[src/rtl/minimal_standard_random_range_core_assert.svh]
// ============================================================================
// Assertion macros for the minimal standard random range core
// Concurrent assertion helpers that compile away when SYNTHESIS is defined.
// ============================================================================
`ifndef MINIMAL_STANDARD_RANDOM_RANGE_CORE_ASSERT_SVH
`define MINIMAL_STANDARD_RANDOM_RANGE_CORE_ASSERT_SVH
`ifndef SYNTHESIS
// Same-cycle implication, disabled while reset is asserted.
`define MSRR_ASSERT_IMP(label, clk, rst_n, ante, cons) \
    label: assert property (@(posedge clk) disable iff (!rst_n) (ante) |-> (cons)) \
        else $error("msrr assertion failed");
// Next-cycle implication, disabled while reset is asserted.
`define MSRR_ASSERT_NXT(label, clk, rst_n, ante, cons) \
    label: assert property (@(posedge clk) disable iff (!rst_n) (ante) |=> (cons)) \
        else $error("msrr assertion failed");
`else
`define MSRR_ASSERT_IMP(label, clk, rst_n, ante, cons)
`define MSRR_ASSERT_NXT(label, clk, rst_n, ante, cons)
`endif
`endif

[src/rtl/msrr_pkg.sv]
// ============================================================================
// msrr_pkg
// Shared types and constants of the minimal standard random range core.
// ============================================================================
package msrr_pkg;

    // Generator constants.
    localparam logic [14:0] MULT    = 15'd16807;
    localparam logic [31:0] RNG_MAX = 32'h7FFF_FFFF;

    // Request command codes.
    typedef enum logic [1:0] {
        CMD_LOAD  = 2'd0,
        CMD_RAW   = 2'd1,
        CMD_RANGE = 2'd2
    } t_cmd_code;

    // Source of the response value.
    typedef enum logic [2:0] {
        RES_SEED,
        RES_LOW,
        RES_ERR,
        RES_ZERO,
        RES_RANGE
    } t_res_sel;

    // Commands from the controller to the datapath.
    typedef struct packed {
        logic     capture;
        logic     mul;
        logic     fold1;
        logic     fold2;
        logic     div_go_span;
        logic     div_go_seed;
        logic     res_load;
        t_res_sel res_sel;
    } t_dp_cmd;

    // Status from the datapath to the controller.
    typedef struct packed {
        logic empty;
        logic too_big;
        logic div_done;
    } t_dp_stat;

endpackage

[src/rtl/msrr_if.sv]
// ============================================================================
// msrr request and response interfaces
// Valid/ready channels carrying the request and response payloads.
// ============================================================================
interface msrr_in_if;
    logic               valid;
    logic               ready;
    logic [1:0]         command;
    logic [31:0]        seed_value;
    logic signed [31:0] range_low;
    logic signed [31:0] range_high;

    modport source (output valid, command, seed_value, range_low, range_high,
                    input ready);
    modport sink   (input valid, command, seed_value, range_low, range_high,
                    output ready);
endinterface

interface msrr_out_if;
    logic               valid;
    logic               ready;
    logic signed [32:0] value;
    logic               range_error;

    modport source (output valid, value, range_error, input ready);
    modport sink   (input valid, value, range_error, output ready);
endinterface

[src/rtl/msrr_div.sv]
// ============================================================================
// msrr_div
// Restoring radix-2 unsigned divider, 32 by 32 bits, one quotient bit a cycle.
// ============================================================================
module msrr_div
    import msrr_pkg::*;
(
    input  logic        i_clk,
    input  logic        i_rst_n,
    input  logic        i_start,
    input  logic [31:0] i_dividend,
    input  logic [31:0] i_divisor,
    output logic        o_done,
    output logic [31:0] o_quotient
);

    logic        r_busy;
    logic        r_done;
    logic [4:0]  r_cnt;
    logic [31:0] r_rem;
    logic [31:0] r_quo;
    logic [31:0] r_dvs;

    logic [33:0] w_diff;
    logic        w_ge;
    logic [31:0] n_rem;

    // Trial subtraction of the divisor from the shifted partial remainder.
    always_comb begin
        w_diff = {1'b0, r_rem, r_quo[31]} - {2'b00, r_dvs};
        w_ge   = !w_diff[33];
        n_rem  = w_ge ? w_diff[31:0] : {r_rem[30:0], r_quo[31]};
    end

    // Control: busy flag, bit counter and done pulse.
    always_ff @(posedge i_clk) begin
        if (!i_rst_n) begin
            r_busy <= 1'b0;
            r_done <= 1'b0;
            r_cnt  <= '0;
        end else begin
            r_done <= 1'b0;
            if (i_start) begin
                r_busy <= 1'b1;
                r_cnt  <= 5'd31;
            end else if (r_busy) begin
                if (r_cnt == 5'd0) begin
                    r_busy <= 1'b0;
                    r_done <= 1'b1;
                end else begin
                    r_cnt <= r_cnt - 5'd1;
                end
            end
        end
    end

    // Payload: remainder, quotient shift register and divisor.
    always_ff @(posedge i_clk) begin
        if (i_start) begin
            r_rem <= '0;
            r_quo <= i_dividend;
            r_dvs <= i_divisor;
        end else if (r_busy) begin
            r_rem <= n_rem;
            r_quo <= {r_quo[30:0], w_ge};
        end
    end

    assign o_done     = r_done;
    assign o_quotient = r_quo;

endmodule

[src/rtl/msrr_dp.sv]
// ============================================================================
// msrr_dp
// Datapath: generator state, split 16-bit products with end-around folding,
// span check, shared divider and the response registers.
// ============================================================================
module msrr_dp
    import msrr_pkg::*;
(
    input  logic               i_clk,
    input  logic               i_rst_n,
    input  t_dp_cmd            i_cmd,
    input  logic [1:0]         i_command,
    input  logic [31:0]        i_seed_value,
    input  logic signed [31:0] i_range_low,
    input  logic signed [31:0] i_range_high,
    output t_dp_stat           o_stat,
    output logic signed [32:0] o_value,
    output logic               o_range_error
);

    logic [31:0]        r_seed;
    logic [30:0]        r_plo;
    logic [30:0]        r_phi;
    logic [31:0]        r_acc;
    logic signed [31:0] r_low;
    logic [31:0]        r_span;
    logic               r_empty;
    logic               r_big;
    logic signed [32:0] r_value;
    logic               r_err;

    logic [33:0] w_span;
    logic [31:0] w_sum1;
    logic [31:0] w_fold1;
    logic [31:0] w_sum2;
    logic [31:0] w_fold2;
    logic        w_div_go;
    logic [31:0] w_dividend;
    logic [31:0] w_divisor;
    logic        w_div_done;
    logic [31:0] w_quo;
    logic signed [32:0] n_value;

    // Exact span of a ranged request, high - low + 1.
    assign w_span = {{2{i_range_high[31]}}, i_range_high}
                  - {{2{i_range_low[31]}}, i_range_low} + 34'd1;

    // End-around folds of the partial products into 31 bits.
    always_comb begin
        w_sum1  = {1'b0, r_plo} + {1'b0, r_phi[14:0], 16'h0000};
        w_fold1 = w_sum1[31] ? ({1'b0, w_sum1[30:0]} + 32'd1) : w_sum1;
        w_sum2  = r_acc + {16'h0000, r_phi[30:15]};
        w_fold2 = w_sum2[31] ? ({1'b0, w_sum2[30:0]} + 32'd1) : w_sum2;
    end

    // Generator state; reset to zero.
    always_ff @(posedge i_clk) begin
        if (!i_rst_n) begin
            r_seed <= '0;
        end else if (i_cmd.capture && (i_command == CMD_LOAD)) begin
            r_seed <= i_seed_value;
        end else if (i_cmd.fold2) begin
            r_seed <= w_fold2;
        end
    end

    // Products, fold accumulator and captured range operands.
    always_ff @(posedge i_clk) begin
        if (i_cmd.mul) begin
            r_plo <= 31'({16'h0000, MULT} * {15'h0000, r_seed[15:0]});
            r_phi <= 31'({16'h0000, MULT} * {15'h0000, r_seed[31:16]});
        end
        if (i_cmd.fold1) begin
            r_acc <= w_fold1;
        end
        if (i_cmd.capture) begin
            r_low   <= i_range_low;
            r_span  <= w_span[31:0];
            r_empty <= (i_range_high <= i_range_low);
            r_big   <= (w_span[33:31] != 3'b000);
        end
    end

    // Shared divider: maximum over span first, then state over that quotient.
    assign w_div_go   = i_cmd.div_go_span || i_cmd.div_go_seed;
    assign w_dividend = i_cmd.div_go_span ? RNG_MAX : r_seed;
    assign w_divisor  = i_cmd.div_go_span ? r_span : w_quo;

    msrr_div u_div (
        .i_clk      (i_clk),
        .i_rst_n    (i_rst_n),
        .i_start    (w_div_go),
        .i_dividend (w_dividend),
        .i_divisor  (w_divisor),
        .o_done     (w_div_done),
        .o_quotient (w_quo)
    );

    // Response value selection.
    always_comb begin
        case (i_cmd.res_sel)
            RES_SEED:  n_value = {1'b0, r_seed};
            RES_LOW:   n_value = {r_low[31], r_low};
            RES_RANGE: n_value = {r_low[31], r_low} + {1'b0, w_quo};
            default:   n_value = '0;
        endcase
    end

    // Response registers.
    always_ff @(posedge i_clk) begin
        if (i_cmd.res_load) begin
            r_value <= n_value;
            r_err   <= (i_cmd.res_sel == RES_ERR);
        end
    end

    assign o_stat.empty    = r_empty;
    assign o_stat.too_big  = r_big;
    assign o_stat.div_done = w_div_done;
    assign o_value         = r_value;
    assign o_range_error   = r_err;

endmodule

[src/rtl/msrr_ctrl.sv]
// ============================================================================
// msrr_ctrl
// Controller: sequences advances, divisions and the response handshake.
// ============================================================================
module msrr_ctrl
    import msrr_pkg::*;
(
    input  logic     i_clk,
    input  logic     i_rst_n,
    input  logic     i_in_valid,
    input  logic [1:0] i_command,
    input  logic     i_out_ready,
    input  t_dp_stat i_stat,
    output logic     o_in_ready,
    output logic     o_out_valid,
    output t_dp_cmd  o_cmd
);

    typedef enum logic [3:0] {
        S_IDLE,
        S_CHECK,
        S_DIV1_GO,
        S_DIV1_WAIT,
        S_MUL,
        S_FOLD1,
        S_FOLD2,
        S_DIV2_GO,
        S_DIV2_WAIT,
        S_DONE
    } t_state;

    t_state   r_state, n_state;
    logic     r_adv_left, n_adv_left;
    logic     r_is_range, n_is_range;
    t_res_sel r_sel, n_sel;
    logic     r_out_valid, n_out_valid;

    // Next state and datapath commands.
    always_comb begin
        n_state     = r_state;
        n_adv_left  = r_adv_left;
        n_is_range  = r_is_range;
        n_sel       = r_sel;
        n_out_valid = r_out_valid && !i_out_ready;
        o_cmd       = '0;
        o_cmd.res_sel = r_sel;
        o_in_ready  = (r_state == S_IDLE);

        unique case (r_state)
            S_IDLE: begin
                if (i_in_valid) begin
                    o_cmd.capture = 1'b1;
                    n_is_range    = 1'b0;
                    n_adv_left    = 1'b0;
                    case (i_command)
                        CMD_LOAD: begin
                            n_adv_left = 1'b1;
                            n_state    = S_MUL;
                        end
                        CMD_RAW: begin
                            n_state = S_MUL;
                        end
                        CMD_RANGE: begin
                            n_is_range = 1'b1;
                            n_state    = S_CHECK;
                        end
                        default: begin
                            n_sel   = RES_ZERO;
                            n_state = S_DONE;
                        end
                    endcase
                end
            end
            S_CHECK: begin
                if (i_stat.empty) begin
                    n_sel   = RES_LOW;
                    n_state = S_DONE;
                end else if (i_stat.too_big) begin
                    n_sel   = RES_ERR;
                    n_state = S_DONE;
                end else begin
                    n_state = S_DIV1_GO;
                end
            end
            S_DIV1_GO: begin
                o_cmd.div_go_span = 1'b1;
                n_state           = S_DIV1_WAIT;
            end
            S_DIV1_WAIT: begin
                if (i_stat.div_done) begin
                    n_state = S_MUL;
                end
            end
            S_MUL: begin
                o_cmd.mul = 1'b1;
                n_state   = S_FOLD1;
            end
            S_FOLD1: begin
                o_cmd.fold1 = 1'b1;
                n_state     = S_FOLD2;
            end
            S_FOLD2: begin
                o_cmd.fold2 = 1'b1;
                if (r_adv_left) begin
                    n_adv_left = 1'b0;
                    n_state    = S_MUL;
                end else if (r_is_range) begin
                    n_state = S_DIV2_GO;
                end else begin
                    n_sel   = RES_SEED;
                    n_state = S_DONE;
                end
            end
            S_DIV2_GO: begin
                o_cmd.div_go_seed = 1'b1;
                n_state           = S_DIV2_WAIT;
            end
            S_DIV2_WAIT: begin
                if (i_stat.div_done) begin
                    n_sel   = RES_RANGE;
                    n_state = S_DONE;
                end
            end
            S_DONE: begin
                if (!r_out_valid || i_out_ready) begin
                    o_cmd.res_load = 1'b1;
                    n_out_valid    = 1'b1;
                    n_state        = S_IDLE;
                end
            end
            default: begin
                n_state = S_IDLE;
            end
        endcase
    end

    // State and registered outputs.
    always_ff @(posedge i_clk) begin
        if (!i_rst_n) begin
            r_state     <= S_IDLE;
            r_adv_left  <= 1'b0;
            r_is_range  <= 1'b0;
            r_sel       <= RES_ZERO;
            r_out_valid <= 1'b0;
        end else begin
            r_state     <= n_state;
            r_adv_left  <= n_adv_left;
            r_is_range  <= n_is_range;
            r_sel       <= n_sel;
            r_out_valid <= n_out_valid;
        end
    end

    assign o_out_valid = r_out_valid;

endmodule

[src/rtl/minimal_standard_random_range_core.sv]
// ============================================================================
// minimal_standard_random_range_core
// Park-Miller minimal standard generator with seed load, raw and ranged draws.
// ============================================================================
//
//  Channel   Dir  Payload                                    Handshake
//  i_req     in   command, seed_value, range_low, range_high valid / ready
//  o_rsp     out  value, range_error                         valid / ready
//
// One request is in flight at a time. A raw draw runs the multiply and fold steps
// once and a seed load runs them twice before the response. A ranged draw makes
// two passes through the shared radix-2 divider; empty or oversized ranges
// answer without a division.
// Reset is synchronous and clears the generator state to zero.
// A new request is taken while a finished response still waits on o_rsp.
module minimal_standard_random_range_core
    import msrr_pkg::*;
(
    input  logic        i_clk,
    input  logic        i_rst_n,
    msrr_in_if.sink     i_req,
    msrr_out_if.source  o_rsp
);

`include "minimal_standard_random_range_core_assert.svh"

    t_dp_cmd  w_cmd;
    t_dp_stat w_stat;
    logic     w_in_ready;
    logic     w_out_valid;

    // Sequencing of the request through the datapath.
    msrr_ctrl u_ctrl (
        .i_clk       (i_clk),
        .i_rst_n     (i_rst_n),
        .i_in_valid  (i_req.valid),
        .i_command   (i_req.command),
        .i_out_ready (o_rsp.ready),
        .i_stat      (w_stat),
        .o_in_ready  (w_in_ready),
        .o_out_valid (w_out_valid),
        .o_cmd       (w_cmd)
    );

    // Arithmetic and storage.
    msrr_dp u_dp (
        .i_clk         (i_clk),
        .i_rst_n       (i_rst_n),
        .i_cmd         (w_cmd),
        .i_command     (i_req.command),
        .i_seed_value  (i_req.seed_value),
        .i_range_low   (i_req.range_low),
        .i_range_high  (i_req.range_high),
        .o_stat        (w_stat),
        .o_value       (o_rsp.value),
        .o_range_error (o_rsp.range_error)
    );

    assign i_req.ready = w_in_ready;
    assign o_rsp.valid = w_out_valid;

    // A flagged range error always carries a zero value.
    `MSRR_ASSERT_IMP(a_err_zero, i_clk, i_rst_n, o_rsp.valid && o_rsp.range_error, o_rsp.value == 33'sd0)
    // A response is never loaded over one that has not been taken.
    `MSRR_ASSERT_IMP(a_no_overwrite, i_clk, i_rst_n, w_cmd.res_load, !o_rsp.valid || o_rsp.ready)
    // After a request is accepted the block is busy the next cycle.
    `MSRR_ASSERT_NXT(a_busy_after, i_clk, i_rst_n, w_cmd.capture, !i_req.ready)
    // The span division starts only for a nonempty range that fits.
    `MSRR_ASSERT_IMP(a_span_ok, i_clk, i_rst_n, w_cmd.div_go_span, !w_stat.empty && !w_stat.too_big)

endmodule
[src/flat_wrapper.sv]
// flat-port wrapper written by rule: the top's interface ports become plain ports
module minimal_standard_random_range_core_flat import msrr_pkg::*;
  (i_clk, i_rst_n, i_req_valid, i_req_command, i_req_seed_value, i_req_range_low, i_req_range_high, i_req_ready, o_rsp_valid, o_rsp_value, o_rsp_range_error, o_rsp_ready);
  msrr_in_if i_req_i ();
  msrr_out_if o_rsp_i ();
  input  logic i_clk;
  input  logic i_rst_n;
  input wire logic [$bits(i_req_i.valid)-1:0] i_req_valid;
  input wire logic [$bits(i_req_i.command)-1:0] i_req_command;
  input wire logic [$bits(i_req_i.seed_value)-1:0] i_req_seed_value;
  input wire logic [$bits(i_req_i.range_low)-1:0] i_req_range_low;
  input wire logic [$bits(i_req_i.range_high)-1:0] i_req_range_high;
  output wire logic [$bits(i_req_i.ready)-1:0] i_req_ready;
  output wire logic [$bits(o_rsp_i.valid)-1:0] o_rsp_valid;
  output wire logic [$bits(o_rsp_i.value)-1:0] o_rsp_value;
  output wire logic [$bits(o_rsp_i.range_error)-1:0] o_rsp_range_error;
  input wire logic [$bits(o_rsp_i.ready)-1:0] o_rsp_ready;
  assign i_req_i.valid = i_req_valid;
  assign i_req_i.command = i_req_command;
  assign i_req_i.seed_value = i_req_seed_value;
  assign i_req_i.range_low = i_req_range_low;
  assign i_req_i.range_high = i_req_range_high;
  assign i_req_ready = i_req_i.ready;
  assign o_rsp_valid = o_rsp_i.valid;
  assign o_rsp_value = o_rsp_i.value;
  assign o_rsp_range_error = o_rsp_i.range_error;
  assign o_rsp_i.ready = o_rsp_ready;
  minimal_standard_random_range_core u_core (.i_clk(i_clk), .i_rst_n(i_rst_n), .i_req(i_req_i), .o_rsp(o_rsp_i));
endmodule
[config.mk]
export PLATFORM = sky130hd
export DESIGN_NAME = minimal_standard_random_range_core_flat
export DESIGN_NICKNAME = d
export VERILOG_FILES = /design/src/rtl/msrr_pkg.sv /design/src/rtl/msrr_if.sv /design/src/rtl/msrr_div.sv /design/src/rtl/msrr_dp.sv /design/src/rtl/msrr_ctrl.sv /design/src/rtl/minimal_standard_random_range_core.sv /design/src/flat_wrapper.sv
export VERILOG_INCLUDE_DIRS = /design/src /design/src/rtl
export SDC_FILE = /design/constraint.sdc
export NUM_CORES = 1
export LEC_CHECK = 0
export BUFFER_PORTS_ARGS = -buffer_cell sky130_fd_sc_hd__buf_2
export CAP_MARGIN = 30
export CORE_MARGIN = 2
export CORE_UTILIZATION = 40
export CTS_BUF_LIST = sky130_fd_sc_hd__clkbuf_2 sky130_fd_sc_hd__clkbuf_4 sky130_fd_sc_hd__clkbuf_8
export CTS_CLUSTER_DIAMETER = 60
export DETAILED_ROUTE_END_ITERATION = 12
export HOLD_SLACK_MARGIN = 0.06
export PLACE_DENSITY = 0.66
export SYNTH_ARGS = -nofsm -noshare
export SYNTH_HDL_FRONTEND = slang
export SYNTH_SLANG_ARGS = --single-unit
[constraint.sdc]
create_clock -name i_clk -period 5.91 [get_ports i_clk]
set_input_delay 0.591 -clock i_clk [delete_from_list [all_inputs] [get_ports i_clk]]
set_output_delay 0.591 -clock i_clk [all_outputs]
set_load 0.005 [all_outputs]
== Word-level counts from Yosys, hierarchy flattened ==
Cells that the tools add are included.

* Flip-flop bits (word level): 339
* Output and inout bits: 36

* $add $sub $neg: 9
* Multipliers: 2
* Magnitude comparators: 1
* Equal/unequal tests: 23
* Multiplexer cells: 50
* Bitwise gates (word level): 2
* Reduce and logical (&&, ||, !) cells: 24

{| class="wikitable"
|+ Operators by type and width
! kind !! number
|-
| two-way mux 32 bit || 8
|-
| one-hot mux 33 bit (3 select lines) || 1
|-
| adder 31 x 1 -> 32 bit (second input constant) || 2
|-
| multiplier 15 x 16 -> 31 bit (first input constant) || 2
|-
| one-hot mux 4 bit (10 select lines) || 1
|-
| adder 34 x 1 -> 34 bit (second input constant) || 1
|-
| subtractor 33 x 32 -> 34 bit || 1
|-
| adder 33 x 32 -> 33 bit || 1
|-
| subtractor 32 x 32 -> 33 bit || 1
|-
| adder 31 x 31 -> 32 bit || 1
|-
| adder 32 x 16 -> 32 bit || 1
|-
| less-or-equal comparator 32 bit || 1
|-
| two-way mux 4 bit || 8
|-
| two-way mux 31 bit || 1
|-
| two-way mux 3 bit || 7
|-
| two-way mux 1 bit || 18
|-
| equality test 4 x 3 -> 1 bit (second input constant) || 4
|-
| two-way mux 5 bit || 3
|-
| != test 2 bit (second input constant) || 7
|-
| one-hot mux 3 bit (4 select lines) || 1
|-
| equality test 4 x 2 -> 1 bit (second input constant) || 2
|-
| equality test 4 bit (second input constant) || 2
|-
| one-hot mux 4 bit (2 select lines) || 1
|-
| AND reduction 7 bit || 1
|-
| 25 further kinds || 35
|}

== Longest topological paths before layout ==
Gate-level depths: netlist of run 1.

* Depth in word-level cells: 5
* Mapped depth: 25
* Gate-level depth less buffers: 25

== Modules after synthesis ==
Synthesis of run 1 repeated with hierarchy kept, for this count alone.

* Cells, all modules: 3161
* Area, all modules: 30624.4 µm²

{| class="wikitable"
|+ By module, submodules not included
! module !! instances !! cells each !! area an instance (µm²) !! sequential area each (µm²)
|-
| msrr_dp || 1 || 2507 || 24016.8 || 6466.2
|-
| msrr_div || 1 || 551 || 5880.6 || 2702.6
|-
| msrr_ctrl || 1 || 103 || 726.9 || 200.2
|}

== Worst setup path before layout of run 1 ==
No wires, ideal clock.

* Path kind: reg2reg
* Start: reg u_core.u_dp.r_seed[29]
* End: reg u_core.u_dp.r_phi[28], data pin
* Setup time: 0.263 ns
* Data arrival time: 5.421 ns
* Setup slack: 0.226 ns
* Cell stages (with the launch flop): 26
* Path buffers: 0
* Cells stage by stage: dfxtp_1 inv_1 fa_1 inv_1 ha_1 fa_1 inv_1 fa_1 inv_1 fa_1 inv_1 fa_1 inv_1 ha_1 a21oi_1 nor2b_1 o21ai_0 nand2b_1 a21oi_1 o21ai_0 a211oi_1 o31ai_1 o21ai_0 nand2b_1 a21oi_1 xnor2_1

* Longest elaborated chain between the ends: 1

{| class="wikitable"
|+ RTL lines
! item !! line !! text
|-
| start: declaration || msrr_dp.sv:21 || <nowiki>logic [31:0] r_seed;</nowiki>
|-
| start signal: assignment || msrr_dp.sv:61 || <nowiki>r_seed <= i_seed_value;</nowiki>
|-
| start signal: assignment || msrr_dp.sv:63 || <nowiki>r_seed <= w_fold2;</nowiki>
|-
| multiplier 15 x 16 -> 31 bit || msrr_dp.sv:71 || <nowiki>r_phi <= 31'({16'h0000, MULT} * {15'h0000, r_seed[31:16]});</nowiki>
|-
| end signal: assignment || msrr_dp.sv:71 ||
|-
| end: declaration || msrr_dp.sv:23 || <nowiki>logic [30:0] r_phi;</nowiki>
|}

No other way between the ends.
A chain may end at the register's enable or synchronous reset.

== Worst setup path after layout of run 1 ==
* Start: reg u_core.u_dp.r_seed[23]
* End: reg u_core.u_dp.r_phi[28], data pin

The elaborated chain is that of the path after synthesis.

==> results of run 1 <==
-- cell usage after synthesis (11+ instances only) --
cell type	instances
ha_1	356
inv_1	351
edfxtp_1	258
nand2_1	196
a21oi_1	195
nor2_1	185
xnor2_1	168
o21ai_0	128
fa_1	121
xor2_1	89
dfxtp_1	81
a21o_1	79
mux2i_1	67
nand3_1	67
clkbuf_1	66
nor3_1	49
nor2b_1	43
and2_1	41
mux2_2	34
and3_1	33
nand2b_1	32
o211ai_1	31
nand4_1	28
a31oi_1	22
a211oi_1	21
o21bai_1	19
a21boi_0	17
o21a_1	17
or3_1	16
nor4_1	15
a22oi_1	14
o211a_1	12
o31ai_1	11
-- worst paths after layout --
kind,start,endpoint,slack [ns]
hold reg to reg,u_core.u_dp.u_div.r_rem[30],u_core.u_dp.u_div.r_rem[30],0.49
setup reg to reg,u_core.u_dp.r_seed[23],u_core.u_dp.r_phi[28],0.22
setup / recovery,u_core.u_dp.r_seed[23],u_core.u_dp.r_phi[28],0.22
hold / removal,i_req_range_low[28],u_core.u_dp.r_low[28],0.1
-- worst register-to-register path, delay by kind of cell (launching register included) --
kind | cells | cell delay [ns]
AOI/OAI and AO/OA | 8 | 1.47
and+or+nand+nor | 2 | 0.28
buffers and inverters | 5 | 0.44
adders and majority gates | 7 | 2.68
xor gates and xnor gates | 1 | 0.12
DFF | 1 | 0.45
-- metrics by stage --
stage          cells  hold slack (ns)  cell area (µm²)
2_1_floorplan   3013           0.4501            29170
3_3_place_gp    4102           0.4654            31330
3_5_place_dp    4104           0.4784            31360
4_1_cts         4233          0.06329            32890
5_1_grt         4237          0.09422            32960
6_report        4237          0.09899            32960
-- cell type report --
| cell class | count | share of cell area |
|---|---|---|
| multi-input combinational | 2247 | 0.5551 |
| sequential | 339 | 0.2843 |
| timing repair buffer | 218 | 0.04028 |
| inverter | 351 | 0.03998 |
| tap | 959 | 0.03641 |
| clock buffer | 94 | 0.03546 |
| clock inverter | 28 | 0.008390 |
| antenna | 1 | 0.00007593 |
-- cell families (layout without fill, tap and decap cells) --
family	Yosys count	count (layout)	synth area share
AO/OA/AOI/OAI	650	650	0.1437
adder cells (fa/ha/maj)	477	477	0.2357
flip-flops	339	339	0.3212
buffers and inverters	427	691	0.05512
other	0	1	0
multiplexers	101	101	0.03612
XOR/XNOR	257	257	0.07717
AND/OR/NAND/NOR	762	762	0.1309
-- report_power, final --
group	leakage (µW)	total (µW)	switching, µW	internal [µW]
Sequential	0.00305	3790	444	3340
Clock	0.000750	2610	1140	1470
Combinational	0.0116	5920	3470	2460
Total	0.0154	12300	5050	7270
-- flip-flops by register name, indices dropped and copies added, names as in the netlist --
signal,cells
u_core.u_ctrl.o_out_valid,1
u_core.u_ctrl.r_adv_left,1
u_core.u_ctrl.r_is_range,1
u_core.u_ctrl.r_sel,3
u_core.u_ctrl.r_state,4
u_core.u_dp.o_range_error,1
u_core.u_dp.o_value,33
u_core.u_dp.r_acc,32
u_core.u_dp.r_big,1
u_core.u_dp.r_empty,1
u_core.u_dp.r_low,32
u_core.u_dp.r_phi,31
u_core.u_dp.r_plo,31
u_core.u_dp.r_seed,32
u_core.u_dp.r_span,32
u_core.u_dp.u_div.o_done,1
u_core.u_dp.u_div.o_quotient,32
u_core.u_dp.u_div.r_busy,1
u_core.u_dp.u_div.r_cnt,5
u_core.u_dp.u_div.r_dvs,32
u_core.u_dp.u_div.r_rem,32
-- what timing repair did --
action / CTS / global route
endpoints found under the setup margin: 2 / 7
hold buffers: 7 / 0
setup buffers: 0 / 3
endpoints found under the hold margin: 7 / 0
pin swaps: 0 / 5
resized for setup: 2 / 17
-- per-layer routing --
metal | up-vias | share of wire | global-route usage
met5 | - | 0.00047 | 0
met4 | 6 | 0.044 | 0.09854
met3 | 162 | 0.061 | 0.03739
met2 | 666 | 0.46 | 0.3413
met1 | 10760 | 0.43 | 0.2711
li1 | 11090 | - | -
-- placed cells by master (no fill, tap or decap), types with 11 or more instances in the layout --
cell type	n
nand4_1	28
mux2i_1	67
a22oi_1	14
a21oi_1	190
inv_1	350
clkbuf_4	20
o21ai_0	121
xnor2_1	168
nor3_1	46
and2_1	41
a31oi_1	21
o21ai_1	16
a21o_1	79
o21bai_1	19
clkbuf_8	74
xor2_1	89
edfxtp_1	258
fa_1	121
buf_4	72
o211ai_1	31
nor2_1	184
nand3_1	66
a21boi_0	17
o211a_1	12
nand2b_1	32
and3_1	33
o31ai_1	11
nor4_1	13
nand2_1	196
mux2_2	34
buf_2	137
or3_1	16
o21a_1	17
dfxtp_1	80
nor2b_1	41
ha_1	355
a211oi_1	20
==> impl_metrics.json, run 1 <==
{
  "drc": 0,
  "yosysSeqAreaShare": 0.3212,
  "finalPower_uw": 12320,
  "path_max_fanout": 5,
  "tightest_slew_ns": 1.016,
  "yosys_warnings": 0,
  "rsz0062_at_grt": "yes",
  "rr_worst_depth": 23,
  "layout.nets": 3802,
  "cts_buffer_depth": 3,
  "ys_types": 87,
  "clkLatencyLatePin_ns": 0.69,
  "totalWireLength_mm": 79.10,
  "critical_path.max_stage_delay_ns": 0.54,
  "port_buffers": 137,
  "max_slew_margin": 0.3189,
  "die_height_um": 274.0,
  "design.core.area_um2": 72590,
  "grt_max_degree": 66,
  "finClkSkew_ns": 0.04738,
  "wl_per_cell_um": 18.67,
  "postRouteAntennaNets": 0,
  "dp_hpwl_mm": 61.73,
  "fin_crit_sh": 0.9620,
  "fin_util": 0.4540,
  "setup_ws_ns": 0.2244,
  "vias": 22690,
  "crit_type": "reg2reg",
  "p_per_area_nw_per_um2": 373.8,
  "first_global_vias": 21690,
  "place_worst_setup_slack_ns": 0.01885,
  "area_growth_pct": 12.98,
  "ir_worst_vdd_uv": 211.8,
  "holdPathStages": 1,
  "finalSetupTns_ns": 0,
  "hp-class": "in2reg",
  "die_x_um": 274.0,
  "crit_cells": 23,
  "cp_top_family": "adder cells",
  "viasPerCell": 5.355,
  "htreeDepth": 3,
  "drt_first_pass_iters": 8,
  "synth-main-ff-cell": "edfxtp_1",
  "cts_sinks": 339,
  "netlist_instances": 3013,
  "row_count": 99,
  "multi_input_area_um2": 18290,
  "grt_overflow": 0,
  "synth_area_um2": 29170,
  "slowest_stage": "fa_1",
  "start_kind": "flop",
  "netlist.area_leader.share": 0.2656,
  "nFillCells": 6941,
  "dieArea_um2": 75100,
  "cts_buffers": 66,
  "final_hold_viol_count": 0,
  "cp-end-kind": "flop",
  "crit_chain": "inv_1, buf_4, fa_1, inv_1, ha_1, ha_1, ha_1, fa_1, inv_1, fa_1, inv_1, ha_1, a211oi_1, o211a_1, o31a_1, nand2b_1, a21oi_2, a211oi_2, o31ai_1, o21ai_1, nand2b_1, a21oi_2, xnor2_1",
  "gp_congestion": 0.9106,
  "synth.net_count": 3592,
  "initial_core_util": 0.4019,
  "setup_viol": 0,
  "max_freq_mhz": 175.9,
  "detail_route.iter0.violations": 1472,
  "synth.area.top_cells": "edfxtp_1 (27%), ha_1 (15%), fa_1 (8.3%)",
  "cp.buffers_inverters": 5,
  "slew_viol_final": 0,
  "io_pins": 138,
  "synth_area_leader_cell": "edfxtp_1",
  "grt_pass1_wl_mm": 121.5,
  "clk_pin_slew_ns": 0.06,
  "async_flop_share": 0,
  "drive_gt1_frac": 0.1266,
  "period_needed_ns": 5.686,
  "cts_root_buf": "clkbuf_8",
  "avgSynthCellArea_um2": 9.681,
  "leakagePower_uw": 0.01538,
  "crit_arrival_ns": 6.09,
  "drv_cap": 0,
  "ys_seq_elements": 339,
  "synth_edf_count": 258,
  "status": "finished, final reports clean",
  "seqCellArea_um2": 9370,
  "cts_tree": "done",
  "cp.required_ns": 6.32,
  "antenna_found_initial": 7,
  "grt.total_usage": 0.2100
}
No activity file was read; power rests on OpenSTA's default activity.
==> inputs of run 2 (changes only) <==
--- a/config.mk
+++ b/config.mk
@@ -8,7 +8,7 @@
 export LEC_CHECK = 0
 export BUFFER_PORTS_ARGS = -buffer_cell sky130_fd_sc_hd__buf_2
 export CAP_MARGIN = 30
-export CORE_MARGIN = 2
+export CORE_MARGIN = 3
 export CORE_UTILIZATION = 40
 export CTS_BUF_LIST = sky130_fd_sc_hd__clkbuf_2 sky130_fd_sc_hd__clkbuf_4 sky130_fd_sc_hd__clkbuf_8
 export CTS_CLUSTER_DIAMETER = 60
==> impl_metrics.json, run 2 (synthesized netlist as in run 1, its figures left out) <==
{
  "period_needed_ns": 5.630,
  "design.core.area_um2": 71850,
  "nFillCells": 6845,
  "gp_congestion": 0.9322,
  "slew_viol_final": 0,
  "cp-end-kind": "flop",
  "vias": 22380,
  "totalWireLength_mm": 78.18,
  "fin_crit_sh": 0.9527,
  "p_per_area_nw_per_um2": 372.1,
  "grt.total_usage": 0.1996,
  "met2_length_mm": 36.57,
  "largest_reg_flops": 33,
  "leakagePower_uw": 0.01534,
  "antenna_found_initial": 6,
  "finClkSkew_ns": 0.02941,
  "cp.required_ns": 6.30,
  "hold_buffers": 0,
  "drv_cap": 0,
  "detail_route.iter0.violations": 1296,
  "crit_type": "reg2reg",
  "drt-met1-wl_mm": 33.95,
  "max_freq_mhz": 177.6,
  "die_height_um": 276.0,
  "cts_tree": "done",
  "drt_first_pass_iters": 5,
  "htreeDepth": 3,
  "row_count": 98,
  "final_hold_viol_count": 0,
  "tightest_slew_ns": 0.9362,
  "stdcell_area_um2": 32890,
  "route.met3.wl_mm": 4.513,
  "crit_arrival_ns": 6.02,
  "cts_root_buf": "clkbuf_8",
  "drive_gt1_frac": 0.1270,
  "viasPerCell": 5.302,
  "clkLatencyLatePin_ns": 0.65,
  "grt_overflow": 0,
  "area_growth_pct": 12.74,
  "io_pins": 138,
  "multi_input_area_um2": 18310,
  "grt_pass1_wl_mm": 120.8,
  "top_layer": "met4",
  "grt_max_degree": 66,
  "layout_commonest_cell": "ha_1",
  "die_x_um": 276.0,
  "dp_hpwl_mm": 61.32,
  "max_slew_margin": 0.3717,
  "initial_core_util": 0.4060,
  "cts_buffers": 66,
  "first_global_vias": 21690,
  "timing.hold.ws_ns": 0.1339,
  "dieArea_um2": 76200,
  "seqCellArea_um2": 9371,
  "wl_per_cell_um": 18.53,
  "postRouteAntennaNets": 0,
  "status": "finished, final reports clean",
  "start_kind": "flop",
  "final_cell_mix": "ha_1 (354), inv_1 (349), edfxtp_1 (258), nand2_1 (196), a21oi_1 (190)",
  "ir_worst_vdd_uv": 223.5,
  "hp-class": "in2reg",
  "cts_sinks": 339,
  "setup_viol": 0,
  "layout.nets": 3793,
  "port_buffers": 137,
  "clk_pin_slew_ns": 0.06,
  "drc": 0,
  "place_area_um2": 31340,
  "cts_buffer_depth": 3,
  "path_max_fanout": 4
}
[run 2: changes by cell type in the layout (fill, tap and decap cells not counted), sizes merged]
cell	delta
dlygate4sd3	-7
clkinv	-2
buf	-2
inv	-2
clkbuf	+4
diode	+2
bufinv	-1
[run 2: final timing paths]
kind | startpoint | endpoint | slack, ns | cells past startpoint
max | u_core.u_dp.r_seed[28] | u_core.u_dp.r_phi[29] | 0.28 | 23
min | i_req_range_low[26] | u_core.u_dp.r_low[26] | 0.13 | 1
min reg2reg | u_core.u_dp.u_div.r_rem[29] | u_core.u_dp.u_div.r_rem[29] | 0.48 | 2
max reg2reg | u_core.u_dp.r_seed[28] | u_core.u_dp.r_phi[29] | 0.28 | 23
[run 2: stage by stage]
stage          total power (µW)  setup TNS (ns)  worst slack [ns]  cells  utilization
2_1_floorplan              8145               0            0.2263   3013            -
6_report                  12240               0            0.2798   4220       0.4577
3_3_place_gp               9592               0           0.07118   4092       0.4357
4_1_cts                   12290               0           0.05103   4215       0.4562
3_5_place_dp               9654       -0.005919         -0.005919   4094       0.4362
5_1_grt                   13210        -0.04946          -0.02310   4219       0.4576
[run 2: critical path, stage by stage, from the launching register on]
cell	delay [ns]
dfxtp_1	0.34
inv_1	0.10
buf_4	0.15
fa_1	0.49
inv_1	0.04
ha_1	0.27
inv_1	0.05
fa_1	0.50
inv_1	0.05
ha_1	0.30
fa_1	0.54
inv_1	0.06
fa_1	0.53
inv_1	0.04
ha_1	0.34
or3_1	0.36
o21ai_0	0.10
a31oi_2	0.10
a21oi_2	0.23
o21ai_2	0.12
nor4_4	0.35
nor4_2	0.10
o21ai_1	0.16
xnor2_1	0.07
[run 2: cell type report]
cell class | instances | share of cell area
Antenna cell | 3 | 0.0002283
Clock buffer | 98 | 0.03702
Clock inverter | 23 | 0.006506
Inverter | 351 | 0.04006
Multi-Input combinational cell | 2247 | 0.5569
Sequential cell | 339 | 0.2850
Tap cell | 950 | 0.03615
Timing Repair Buffer | 209 | 0.03816
[run 2: metal layers]
| metal | GRT usage | vias up |
|---|---|---|
| met5 | 0 | - |
| met4 | 0.08720 | 0 |
| met3 | 0.03487 | 129 |
| met2 | 0.3278 | 550 |
| met1 | 0.2586 | 10610 |
| li1 | - | 11080 |
[run 2: repair_timing]
action	in CTS	in global routing
gates resized for setup	1	22
hold endpoints to repair	0	0
pin swaps	0	6
setup buffers	0	1
endpoints found under the setup margin	1	8
[run 2: where the power goes]
| group | internal (µW) | switching, µW |
|---|---|---|
| combinational | 2450 | 3450 |
| sequential | 3340 | 442 |
| clock | 1460 | 1080 |
